[src/hw/rtl/atcfp_pkg.sv]
// Shared types, character constants and result codes for the command field parser.
// No dependencies.
package atcfp_pkg;

	localparam int CNT_W          = 4;
	localparam int VAL_W          = 16;
	localparam int DEF_MAX_FIELDS = 15;
	localparam int DEF_MAX_NAME   = 15;
	localparam int QDEPTH         = 2;
	localparam int QPTR_W         = $clog2(QDEPTH);
	localparam int QCNT_W         = $clog2(QDEPTH + 1);

	localparam logic [7:0] CHR_NEWLINE = 8'h0A;
	localparam logic [7:0] CHR_EQUAL   = 8'h3D;
	localparam logic [7:0] CHR_COMMA   = 8'h2C;
	localparam logic [7:0] CHR_ZERO    = 8'h30;
	localparam logic [7:0] CHR_NINE    = 8'h39;

	localparam logic [2:0] CLS_NEWLINE = 3'd0;
	localparam logic [2:0] CLS_EQUAL   = 3'd1;
	localparam logic [2:0] CLS_COMMA   = 3'd2;
	localparam logic [2:0] CLS_DIGIT   = 3'd3;
	localparam logic [2:0] CLS_OTHER   = 3'd4;

	localparam logic [1:0] KIND_NAME   = 2'd0;
	localparam logic [1:0] KIND_FIELD  = 2'd1;
	localparam logic [1:0] KIND_NOARGS = 2'd2;

	typedef struct packed {
		logic [2:0] cls;
		logic [7:0] chr;
		logic [3:0] dig;
	} cmd_t;

	typedef struct packed {
		logic [1:0]       kind;
		logic [7:0]       name_char;
		logic [CNT_W-1:0] name_pos;
		logic [VAL_W-1:0] field_value;
		logic [CNT_W-1:0] field_pos;
		logic             field_bad;
		logic             line_bad;
		logic [CNT_W-1:0] field_total;
		logic             overflow;
		logic             last;
	} res_t;

endpackage

[src/hw/rtl/atcfp_if.sv]
// Request channels of the command field parser: input bytes and result records.
// Depends on nothing but plain logic widths.
interface atcfp_in_if;
	logic       valid;
	logic       ready;
	logic [7:0] line_byte;

	modport source (output valid, output line_byte, input ready);
	modport sink (input valid, input line_byte, output ready);
endinterface

interface atcfp_out_if;
	logic        valid;
	logic        ready;
	logic [1:0]  kind;
	logic [7:0]  name_char;
	logic [3:0]  name_pos;
	logic [15:0] field_value;
	logic [3:0]  field_pos;
	logic        field_bad;
	logic        line_bad;
	logic [3:0]  field_total;
	logic        overflow;
	logic        last;

	modport source (output valid, output kind, output name_char, output name_pos,
		output field_value, output field_pos, output field_bad, output line_bad,
		output field_total, output overflow, output last, input ready);
	modport sink (input valid, input kind, input name_char, input name_pos,
		input field_value, input field_pos, input field_bad, input line_bad,
		input field_total, input overflow, input last, output ready);
endinterface

[src/hw/rtl/atcfp_front.sv]
// Front end: accepts line bytes and registers them with their character class.
// Depends on atcfp_pkg and atcfp_if.
module atcfp_front (
	input  logic           clk,
	input  logic           arst_n,
	atcfp_in_if.sink       cmd,
	output atcfp_pkg::cmd_t push_data,
	output logic           push_valid,
	input  logic           push_ready
);
	import atcfp_pkg::*;

	logic valid_s1;
	cmd_t cmd_s1;
	cmd_t cls_c;

	assign cmd.ready  = !valid_s1 || push_ready;
	assign push_valid = valid_s1;
	assign push_data  = cmd_s1;

	always_comb begin
		cls_c.chr = cmd.line_byte;
		cls_c.dig = cmd.line_byte[3:0];
		if (cmd.line_byte == CHR_NEWLINE) begin
			cls_c.cls = CLS_NEWLINE;
		end else if (cmd.line_byte == CHR_EQUAL) begin
			cls_c.cls = CLS_EQUAL;
		end else if (cmd.line_byte == CHR_COMMA) begin
			cls_c.cls = CLS_COMMA;
		end else if (cmd.line_byte >= CHR_ZERO && cmd.line_byte <= CHR_NINE) begin
			cls_c.cls = CLS_DIGIT;
		end else begin
			cls_c.cls = CLS_OTHER;
		end
	end

	always_ff @(posedge clk or negedge arst_n) begin
		if (!arst_n) begin
			valid_s1 <= 1'b0;
		end else if (cmd.ready) begin
			valid_s1 <= cmd.valid;
		end
	end

	always_ff @(posedge clk) begin
		if (cmd.valid && cmd.ready) begin
			cmd_s1 <= cls_c;
		end
	end

endmodule

[src/hw/rtl/atcfp_queue.sv]
// Short FIFO between the classifying front end and the executing back end.
// Depends on atcfp_pkg.
module atcfp_queue (
	input  logic            clk,
	input  logic            arst_n,
	input  atcfp_pkg::cmd_t push_data,
	input  logic            push_valid,
	output logic            push_ready,
	output atcfp_pkg::cmd_t pop_data,
	output logic            pop_valid,
	input  logic            pop_ready
);
	import atcfp_pkg::*;

	cmd_t              mem_q [QDEPTH];
	logic [QPTR_W-1:0] wr_ptr_q;
	logic [QPTR_W-1:0] rd_ptr_q;
	logic [QCNT_W-1:0] cnt_q;
	logic              push;
	logic              pop;

	assign push_ready = cnt_q != QCNT_W'(QDEPTH);
	assign pop_valid  = cnt_q != '0;
	assign pop_data   = mem_q[rd_ptr_q];
	assign push       = push_valid && push_ready;
	assign pop        = pop_valid && pop_ready;

	// depth is a power of two, pointers wrap naturally
	always_ff @(posedge clk or negedge arst_n) begin
		if (!arst_n) begin
			wr_ptr_q <= '0;
			rd_ptr_q <= '0;
			cnt_q    <= '0;
		end else begin
			if (push) begin
				wr_ptr_q <= wr_ptr_q + 1'b1;
			end
			if (pop) begin
				rd_ptr_q <= rd_ptr_q + 1'b1;
			end
			if (push && !pop) begin
				cnt_q <= cnt_q + 1'b1;
			end else if (pop && !push) begin
				cnt_q <= cnt_q - 1'b1;
			end
		end
	end

	always_ff @(posedge clk) begin
		if (push) begin
			mem_q[wr_ptr_q] <= push_data;
		end
	end

endmodule

[src/hw/rtl/atcfp_back.sv]
// Back end: line state, field accumulation and the registered result stage.
// Depends on atcfp_pkg and atcfp_if.
module atcfp_back #(
	parameter int MAX_FIELDS = atcfp_pkg::DEF_MAX_FIELDS,
	parameter int MAX_NAME   = atcfp_pkg::DEF_MAX_NAME
) (
	input  logic            clk,
	input  logic            arst_n,
	input  atcfp_pkg::cmd_t pop_data,
	input  logic            pop_valid,
	output logic            pop_ready,
	atcfp_out_if.source     res
);
	import atcfp_pkg::*;

	logic             in_args_q;
	logic [CNT_W-1:0] name_count_q;
	logic [VAL_W-1:0] acc_q;
	logic             cur_bad_q;
	logic             any_bad_q;
	logic [CNT_W-1:0] field_count_q;
	logic             ovf_q;
	logic             res_valid_q;
	res_t             res_q;

	logic             emit_c;
	res_t             res_c;
	logic             clear_c;
	logic             in_args_c;
	logic [CNT_W-1:0] name_count_c;
	logic [VAL_W-1:0] acc_c;
	logic             cur_bad_c;
	logic             any_bad_c;
	logic [CNT_W-1:0] field_count_c;
	logic             ovf_c;
	logic             name_room;
	logic             field_room;
	logic             pop;

	assign pop_ready  = !res_valid_q || res.ready;
	assign pop        = pop_valid && pop_ready;
	assign name_room  = name_count_q < CNT_W'(MAX_NAME);
	assign field_room = field_count_q < CNT_W'(MAX_FIELDS);

	always_comb begin
		emit_c        = 1'b0;
		clear_c       = 1'b0;
		res_c         = '0;
		res_c.overflow = ovf_q;
		in_args_c     = in_args_q;
		name_count_c  = name_count_q;
		acc_c         = acc_q;
		cur_bad_c     = cur_bad_q;
		any_bad_c     = any_bad_q;
		field_count_c = field_count_q;
		ovf_c         = ovf_q;
		if (!in_args_q) begin
			case (pop_data.cls)
				CLS_NEWLINE: begin
					emit_c     = 1'b1;
					clear_c    = 1'b1;
					res_c.kind = KIND_NOARGS;
					res_c.last = 1'b1;
				end
				CLS_EQUAL: begin
					in_args_c = 1'b1;
				end
				default: begin
					if (name_room) begin
						emit_c          = 1'b1;
						res_c.kind      = KIND_NAME;
						res_c.name_char = pop_data.chr;
						res_c.name_pos  = name_count_q;
						name_count_c    = name_count_q + 1'b1;
					end else begin
						ovf_c = 1'b1;
					end
				end
			endcase
		end else begin
			case (pop_data.cls)
				CLS_DIGIT: begin
					acc_c = (acc_q << 3) + (acc_q << 1) + VAL_W'(pop_data.dig);
				end
				CLS_COMMA: begin
					if (field_room) begin
						emit_c            = 1'b1;
						res_c.kind        = KIND_FIELD;
						res_c.field_value = acc_q;
						res_c.field_pos   = field_count_q;
						res_c.field_bad   = cur_bad_q;
						res_c.line_bad    = any_bad_q;
						field_count_c     = field_count_q + 1'b1;
					end else begin
						ovf_c = 1'b1;
					end
					acc_c     = '0;
					cur_bad_c = 1'b0;
				end
				CLS_NEWLINE: begin
					emit_c         = 1'b1;
					clear_c        = 1'b1;
					res_c.kind     = KIND_FIELD;
					res_c.line_bad = any_bad_q;
					res_c.last     = 1'b1;
					if (field_room) begin
						res_c.field_value = acc_q;
						res_c.field_pos   = field_count_q;
						res_c.field_bad   = cur_bad_q;
						res_c.field_total = field_count_q + 1'b1;
					end else begin
						res_c.field_total = CNT_W'(MAX_FIELDS);
						res_c.overflow    = 1'b1;
					end
				end
				default: begin
					cur_bad_c = 1'b1;
					any_bad_c = 1'b1;
					acc_c     = '0;
				end
			endcase
		end
	end

	always_ff @(posedge clk or negedge arst_n) begin
		if (!arst_n) begin
			in_args_q     <= 1'b0;
			name_count_q  <= '0;
			acc_q         <= '0;
			cur_bad_q     <= 1'b0;
			any_bad_q     <= 1'b0;
			field_count_q <= '0;
			ovf_q         <= 1'b0;
			res_valid_q   <= 1'b0;
		end else begin
			if (pop) begin
				res_valid_q <= emit_c;
				if (clear_c) begin
					in_args_q     <= 1'b0;
					name_count_q  <= '0;
					acc_q         <= '0;
					cur_bad_q     <= 1'b0;
					any_bad_q     <= 1'b0;
					field_count_q <= '0;
					ovf_q         <= 1'b0;
				end else begin
					in_args_q     <= in_args_c;
					name_count_q  <= name_count_c;
					acc_q         <= acc_c;
					cur_bad_q     <= cur_bad_c;
					any_bad_q     <= any_bad_c;
					field_count_q <= field_count_c;
					ovf_q         <= ovf_c;
				end
			end else if (res.ready) begin
				res_valid_q <= 1'b0;
			end
		end
	end

	always_ff @(posedge clk) begin
		if (pop && emit_c) begin
			res_q <= res_c;
		end
	end

	assign res.valid       = res_valid_q;
	assign res.kind        = res_q.kind;
	assign res.name_char   = res_q.name_char;
	assign res.name_pos    = res_q.name_pos;
	assign res.field_value = res_q.field_value;
	assign res.field_pos   = res_q.field_pos;
	assign res.field_bad   = res_q.field_bad;
	assign res.line_bad    = res_q.line_bad;
	assign res.field_total = res_q.field_total;
	assign res.overflow    = res_q.overflow;
	assign res.last        = res_q.last;

endmodule

[src/hw/rtl/at_command_field_parser_core.sv]
// Command line field parser: one byte per clock in, name characters and
// decimal fields out. The core sustains one byte per clock with no gaps while
// the result side keeps ready high; a result passes the front classify register,
// the two-entry queue and the result register. Bytes before '=' come out as
// name characters, comma- or newline-ended fields as 16-bit values with bad
// and overflow flags; a newline with no '=' gives a no-arguments record.
// No reset sweep; the core is ready right after reset.
// Depends on atcfp_pkg, atcfp_if, atcfp_front, atcfp_queue, atcfp_back.
module at_command_field_parser_core #(
	parameter int MAX_FIELDS = atcfp_pkg::DEF_MAX_FIELDS,
	parameter int MAX_NAME   = atcfp_pkg::DEF_MAX_NAME
) (
	input logic         clk,
	input logic         arst_n,
	atcfp_in_if.sink    cmd,
	atcfp_out_if.source res
);
	import atcfp_pkg::*;

	cmd_t push_data;
	logic push_valid;
	logic push_ready;
	cmd_t pop_data;
	logic pop_valid;
	logic pop_ready;

	atcfp_front u_front (
		.clk        (clk),
		.arst_n     (arst_n),
		.cmd        (cmd),
		.push_data  (push_data),
		.push_valid (push_valid),
		.push_ready (push_ready)
	);

	atcfp_queue u_queue (
		.clk        (clk),
		.arst_n     (arst_n),
		.push_data  (push_data),
		.push_valid (push_valid),
		.push_ready (push_ready),
		.pop_data   (pop_data),
		.pop_valid  (pop_valid),
		.pop_ready  (pop_ready)
	);

	atcfp_back #(
		.MAX_FIELDS (MAX_FIELDS),
		.MAX_NAME   (MAX_NAME)
	) u_back (
		.clk        (clk),
		.arst_n     (arst_n),
		.pop_data   (pop_data),
		.pop_valid  (pop_valid),
		.pop_ready  (pop_ready),
		.res        (res)
	);

endmodule

[src/flat_wrapper.sv]
// flat-port wrapper written by rule: the top's interface ports become plain ports
module at_command_field_parser_core_flat import atcfp_pkg::*;
#(
	parameter int MAX_FIELDS = atcfp_pkg::DEF_MAX_FIELDS,
	parameter int MAX_NAME   = atcfp_pkg::DEF_MAX_NAME
)
  (clk, arst_n, cmd_valid, cmd_line_byte, cmd_ready, res_valid, res_kind, res_name_char, res_name_pos, res_field_value, res_field_pos, res_field_bad, res_line_bad, res_field_total, res_overflow, res_last, res_ready);
  atcfp_in_if cmd_i ();
  atcfp_out_if res_i ();
  input logic clk;
  input logic arst_n;
  input wire logic [$bits(cmd_i.valid)-1:0] cmd_valid;
  input wire logic [$bits(cmd_i.line_byte)-1:0] cmd_line_byte;
  output wire logic [$bits(cmd_i.ready)-1:0] cmd_ready;
  output wire logic [$bits(res_i.valid)-1:0] res_valid;
  output wire logic [$bits(res_i.kind)-1:0] res_kind;
  output wire logic [$bits(res_i.name_char)-1:0] res_name_char;
  output wire logic [$bits(res_i.name_pos)-1:0] res_name_pos;
  output wire logic [$bits(res_i.field_value)-1:0] res_field_value;
  output wire logic [$bits(res_i.field_pos)-1:0] res_field_pos;
  output wire logic [$bits(res_i.field_bad)-1:0] res_field_bad;
  output wire logic [$bits(res_i.line_bad)-1:0] res_line_bad;
  output wire logic [$bits(res_i.field_total)-1:0] res_field_total;
  output wire logic [$bits(res_i.overflow)-1:0] res_overflow;
  output wire logic [$bits(res_i.last)-1:0] res_last;
  input wire logic [$bits(res_i.ready)-1:0] res_ready;
  assign cmd_i.valid = cmd_valid;
  assign cmd_i.line_byte = cmd_line_byte;
  assign cmd_ready = cmd_i.ready;
  assign res_valid = res_i.valid;
  assign res_kind = res_i.kind;
  assign res_name_char = res_i.name_char;
  assign res_name_pos = res_i.name_pos;
  assign res_field_value = res_i.field_value;
  assign res_field_pos = res_i.field_pos;
  assign res_field_bad = res_i.field_bad;
  assign res_line_bad = res_i.line_bad;
  assign res_field_total = res_i.field_total;
  assign res_overflow = res_i.overflow;
  assign res_last = res_i.last;
  assign res_i.ready = res_ready;
  at_command_field_parser_core #(.MAX_FIELDS(MAX_FIELDS), .MAX_NAME(MAX_NAME)) u_core (.clk(clk), .arst_n(arst_n), .cmd(cmd_i), .res(res_i));
endmodule
[config.mk]
export PLATFORM = sky130hd
export DESIGN_NAME = at_command_field_parser_core_flat
export DESIGN_NICKNAME = d
export VERILOG_FILES = /design/src/hw/rtl/atcfp_pkg.sv /design/src/hw/rtl/atcfp_if.sv /design/src/hw/rtl/atcfp_front.sv /design/src/hw/rtl/atcfp_queue.sv /design/src/hw/rtl/atcfp_back.sv /design/src/hw/rtl/at_command_field_parser_core.sv /design/src/flat_wrapper.sv
export SDC_FILE = /design/constraint.sdc
export NUM_CORES = 1
export LEC_CHECK = 0
export BUFFER_PORTS_ARGS = -buffer_cell sky130_fd_sc_hd__buf_4
export CORE_MARGIN = 10
export CORE_UTILIZATION = 44
export DETAILED_ROUTE_END_ITERATION = 16
export GPL_TIMING_DRIVEN = 0
export MAX_ROUTING_LAYER = met4
export PLACE_DENSITY = 0.66
export SLEW_MARGIN = 20
export SYNTH_ARGS = -nofsm -noshare
export SYNTH_HDL_FRONTEND = slang
export SYNTH_SLANG_ARGS = --single-unit
[constraint.sdc]
create_clock -name clk -period 6.8 [get_ports clk]
set_input_delay 1.36 -clock clk [delete_from_list [all_inputs] [get_ports clk]]
set_output_delay 1.36 -clock clk [all_outputs]
set_load 0.01 [all_outputs]
==> summary.md <==
| Metric | Value |
|---|---|
| Syn Inst Count | 418 |
| Number of global-route vias before repair | 3397 |
| Syn_nets | 461 |
| Starting DRT DRC Count | 273 |
| Num CTS Buffers | 9 |
| Initial antenna violation count | 0 |
| Distinct cells, synth | 62 |
| Most frequent cells in the layout | 75 x edfxtp_1, 56 x buf_4, 34 x dfrtp_1 |
| Leakage | 2.55 nW |
| RSZ-0062 raised after global routing | no |
| Residual DRC | 0 |
| Critical Path Fanout Max | 10 |
| Critical Path Sink Type | flop |
| Fin. Hold Viols | 0 |
| Clock Power Share | 20.5% |
| Switch Pwr | 838 uW |
| Max_slew headroom | 35.7% |
| CTS tree | done |
| GP Congestion | 0.887 |
| # rows | 39 |
| N_diodes | 0 |
| Worst vdd ir | 187 uV |
| Post-DP HPWL | 7700 um |
| Global-route wire length before repair | 17200 um |
| Post-Layout Inst Area | 0.00614 mm^2 |
| Area Overhead vs Synth | 17.3% |
| Clock-pin slew on the worst setup and hold paths | 0.08 ns |
| Final Core Density | 53.3% |
| PD cells | 398 mW/mm^2 |
| Pins over their slew limit | 0 |
| WHS Path Cells | 0 |
| Die height | 129 um |
| Crit path kind | reg -> reg |
| Post-cts sizing count | 0 |
| I/O Pins | 56 |
| Sinks on Clock Net | 109 |
| Sequential share of power | 44.4% |
| Total Routing Usage GR | 13.4% |
| R2r worst-path depth | 12 |
| Routed Antenna Nets | 0 |
| Root buffer selected by CTS | clkbuf_16 |
| Sequential Area | 0.00310 mm^2 |
| Core Region | 0.0115 mm^2 |
| Post-CTS Hold Buffers | 0 |
| Asr flop ratio synth | 31.2% |
| Die W | 129 um |
| DR vias | 3396 |
| Post-Syn Area | 0.00523 mm^2 |
| CTS Buffer Depth | 2 |
| Slew @ Worst Pin | 0.961 ns |
| Max-Cap Viols | 0 |
| CP Launch Type | flop |
| Cell Area, Placed | 0.00586 mm^2 |
| Setup_tns | 0 ns |
| HP Class | reg -> reg |
| Syn Area/Cell | 12.5 um^2 |
| Drt pass-1 iters | 4 |
| Final Cycle Share | 45.7% |
| Multi-input logic area | 0.00200 mm^2 |
| Synth Flop Type | edfxtp_1 |
| Top cells by area, synth | edfxtp_1 43%, dfrtp_1 16%, ha_1 6.9%, and2_1 3.5%, nor2_1 2.3% |
| Critical Path AT | 3.34 ns |
| Min Tclk post-route | 3.11 ns |
| Number of fill cells in the layout | 979 |
| Int Pwr | 1.61 mW |
| Worst EP required | 7.03 ns |
| Die area | 0.0167 mm^2 |
| Post-synth top area cell | edfxtp_1 |
| Area share of the largest cell type after synthesis | 43.1% |
| Routed wire length | 10400 um |
| Initial core utilization | 45.4% |
| Gr ovfl total | 0 |
| Status | complete, no violations |
| Port Buf Inserts | 55 |
| Post-synth EDFFs | 75 |
| Largest net degree at the start of global routing | 35 |
| Clock Skews | 0.00801 ns |
| Power share of the combinational group | 35.1% |
| Vias/cell | 5.36 |
| Number of synthesized register bits | 109 |
| Seq/Total Area, Yosys | 59.3% |
| Clock Latency Late Sink | 0.35 ns |
| Warnings, synthesis | 0 |
| H-tree Lvls | 3 |
| Post-CTS Setup Inserts | 0 |
| Fmax achieved | 0.322 GHz |
| DR WL/cell | 16.5 um |
| Switching portion of total power | 34.2% |
| Layout cells sized above 1 | 19.4% |
| Final setup fails | 0 |
| Commonest non-fill, non-tap cell in the layout | edfxtp_1 |
| Fin nets | 528 |
-- cell usage after synthesis (2+ instances only) --
library cell	count
clkbuf_2	2
o21ai_0	22
nand2_1	29
mux2i_1	8
a221o_1	2
nand4_1	2
a21o_1	5
o21a_1	2
o2bb2ai_1	2
xnor2_1	4
nor3_1	8
dfrtp_1	34
nand3_1	7
o21ai_2	2
clkbuf_1	4
and2_1	29
nand3b_1	2
o211ai_1	3
fa_1	2
and3_1	7
a21oi_1	21
a2111o_1	2
xor2_1	7
mux2_2	3
nand2b_1	11
a22o_1	4
o31ai_1	6
ha_1	29
nor2b_1	5
inv_1	12
a211oi_1	4
buf_6	2
edfxtp_1	75
o2111a_1	2
nor2_1	32
-- power groups by stage --
| stage | Sequential (mW) | Combinational, mW | Clock, mW |
|---|---|---|---|
| after CTS | 1.09 | 0.881 | 0.511 |
| after detailed placement | 1.10 | 0.875 | 0 |
| final | 1.08 | 0.860 | 0.501 |
| after global routing | 1.11 | 0.959 | 0.536 |
| after floorplan | 1.14 | 0.477 | 0 |
| after global placement | 1.10 | 0.833 | 0 |
-- critical path, cell delays in order (launching register included) --
cell	delay [ns]
dfrtp_1	0.36
buf_6	0.14
buf_6	0.17
mux2_2	0.37
ha_1	0.29
ha_1	0.16
inv_1	0.06
fa_1	0.37
nand2b_1	0.20
a21oi_1	0.25
nor2_1	0.13
o2111a_1	0.26
a221o_1	0.25
-- cells by family (layout without fill, tap and decap cells) --
family / Yosys count / after routing / share of synthesized area (%)
DFF: 109 / 109 / 59.3
xor gates and xnor gates: 11 / 11 / 1.84
buffers and inverters: 25 / 97 / 2.53
AOI/OAI and AO/OA: 86 / 86 / 11.0
muxes: 11 / 11 / 2.18
adders and majority gates: 31 / 31 / 7.70
and+or+nand+nor: 145 / 145 / 15.5
-- metrics by stage --
| stage | setup WS [ns] | hold slack (ns) | power, mW | cells |
|---|---|---|---|---|
| 4_1_cts | 3.66 | 0.450 | 2.48 | 633 |
| 5_1_grt | 3.47 | 0.463 | 2.61 | 633 |
| 6_report | 3.69 | 0.448 | 2.45 | 633 |
| 3_3_place_gp | 1.74 | 0.425 | 1.94 | 616 |
| 2_1_floorplan | 2.80 | 0.421 | 1.62 | 418 |
| 3_5_place_dp | 3.69 | 0.432 | 1.98 | 617 |
-- path summary, 6_finish.rpt --
kind	start	to	slack (ns)
min	u_core.u_front.push_data[4]$_DFFE_PP_	u_core.u_queue.mem_q[0][4]$_DFFE_PP_	0.45
min reg2reg	u_core.u_front.push_data[4]$_DFFE_PP_	u_core.u_queue.mem_q[0][4]$_DFFE_PP_	0.45
max in group asynchronous	arst_n	u_core.u_back.ovf_q$_DFFE_PN0P_	5.51
min in group asynchronous	arst_n	u_core.u_back.acc_q[14]$_DFFE_PN0P_	0.96
max	u_core.u_queue.rd_ptr_q$_DFFE_PN0P_	u_core.u_back.acc_q[10]$_DFFE_PN0P_	3.69
max reg2reg	u_core.u_queue.rd_ptr_q$_DFFE_PN0P_	u_core.u_back.acc_q[10]$_DFFE_PN0P_	3.69
-- flip-flops by register name (all words and copies together), names as in the netlist --
register,flops
u_core.u_back.cur_bad_q,1
u_core.u_back.field_count_q,4
u_core.u_back.acc_q,16
u_core.u_back.res.field_value,16
u_core.u_back.in_args_q,1
u_core.u_back.res.kind,2
u_core.u_back.name_count_q,4
u_core.u_back.ovf_q,1
u_core.u_back.res.field_bad,1
u_core.u_back.res.name_char,8
u_core.u_back.res.line_bad,1
u_core.u_front.push_data,11
u_core.u_back.any_bad_q,1
u_core.u_back.res.valid,1
u_core.u_back.res.field_total,4
u_core.u_back.res.last,1
u_core.u_back.res.overflow,1
u_core.u_front.push_valid,1
u_core.u_queue.cnt_q,2
u_core.u_queue.mem_q,22
u_core.u_back.res.name_pos,4
u_core.u_back.res.field_pos,4
u_core.u_queue.wr_ptr_q,1
u_core.u_queue.rd_ptr_q,1
-- final cells by class --
cell class | instances | share of cell area (%)
multi-input cells | 284 | 32.6
plain buffers | 11 | 1.22
well taps | 143 | 2.91
inverters | 14 | 0.938
flip-flops and latches | 109 | 50.6
clock buffers | 9 | 3.67
repair buffers | 56 | 7.17
clock inverters | 7 | 0.897
-- layer usage --
layer,vias to the layer above,GRT usage (%),part of all wire [%]
li1,1680,-,-
met1,1634,16.6,46
met2,69,21.2,48
met3,13,3.06,4.6
met4,0,4.95,1.5
met5,-,-,0
(Power assumes the default switching activity.)
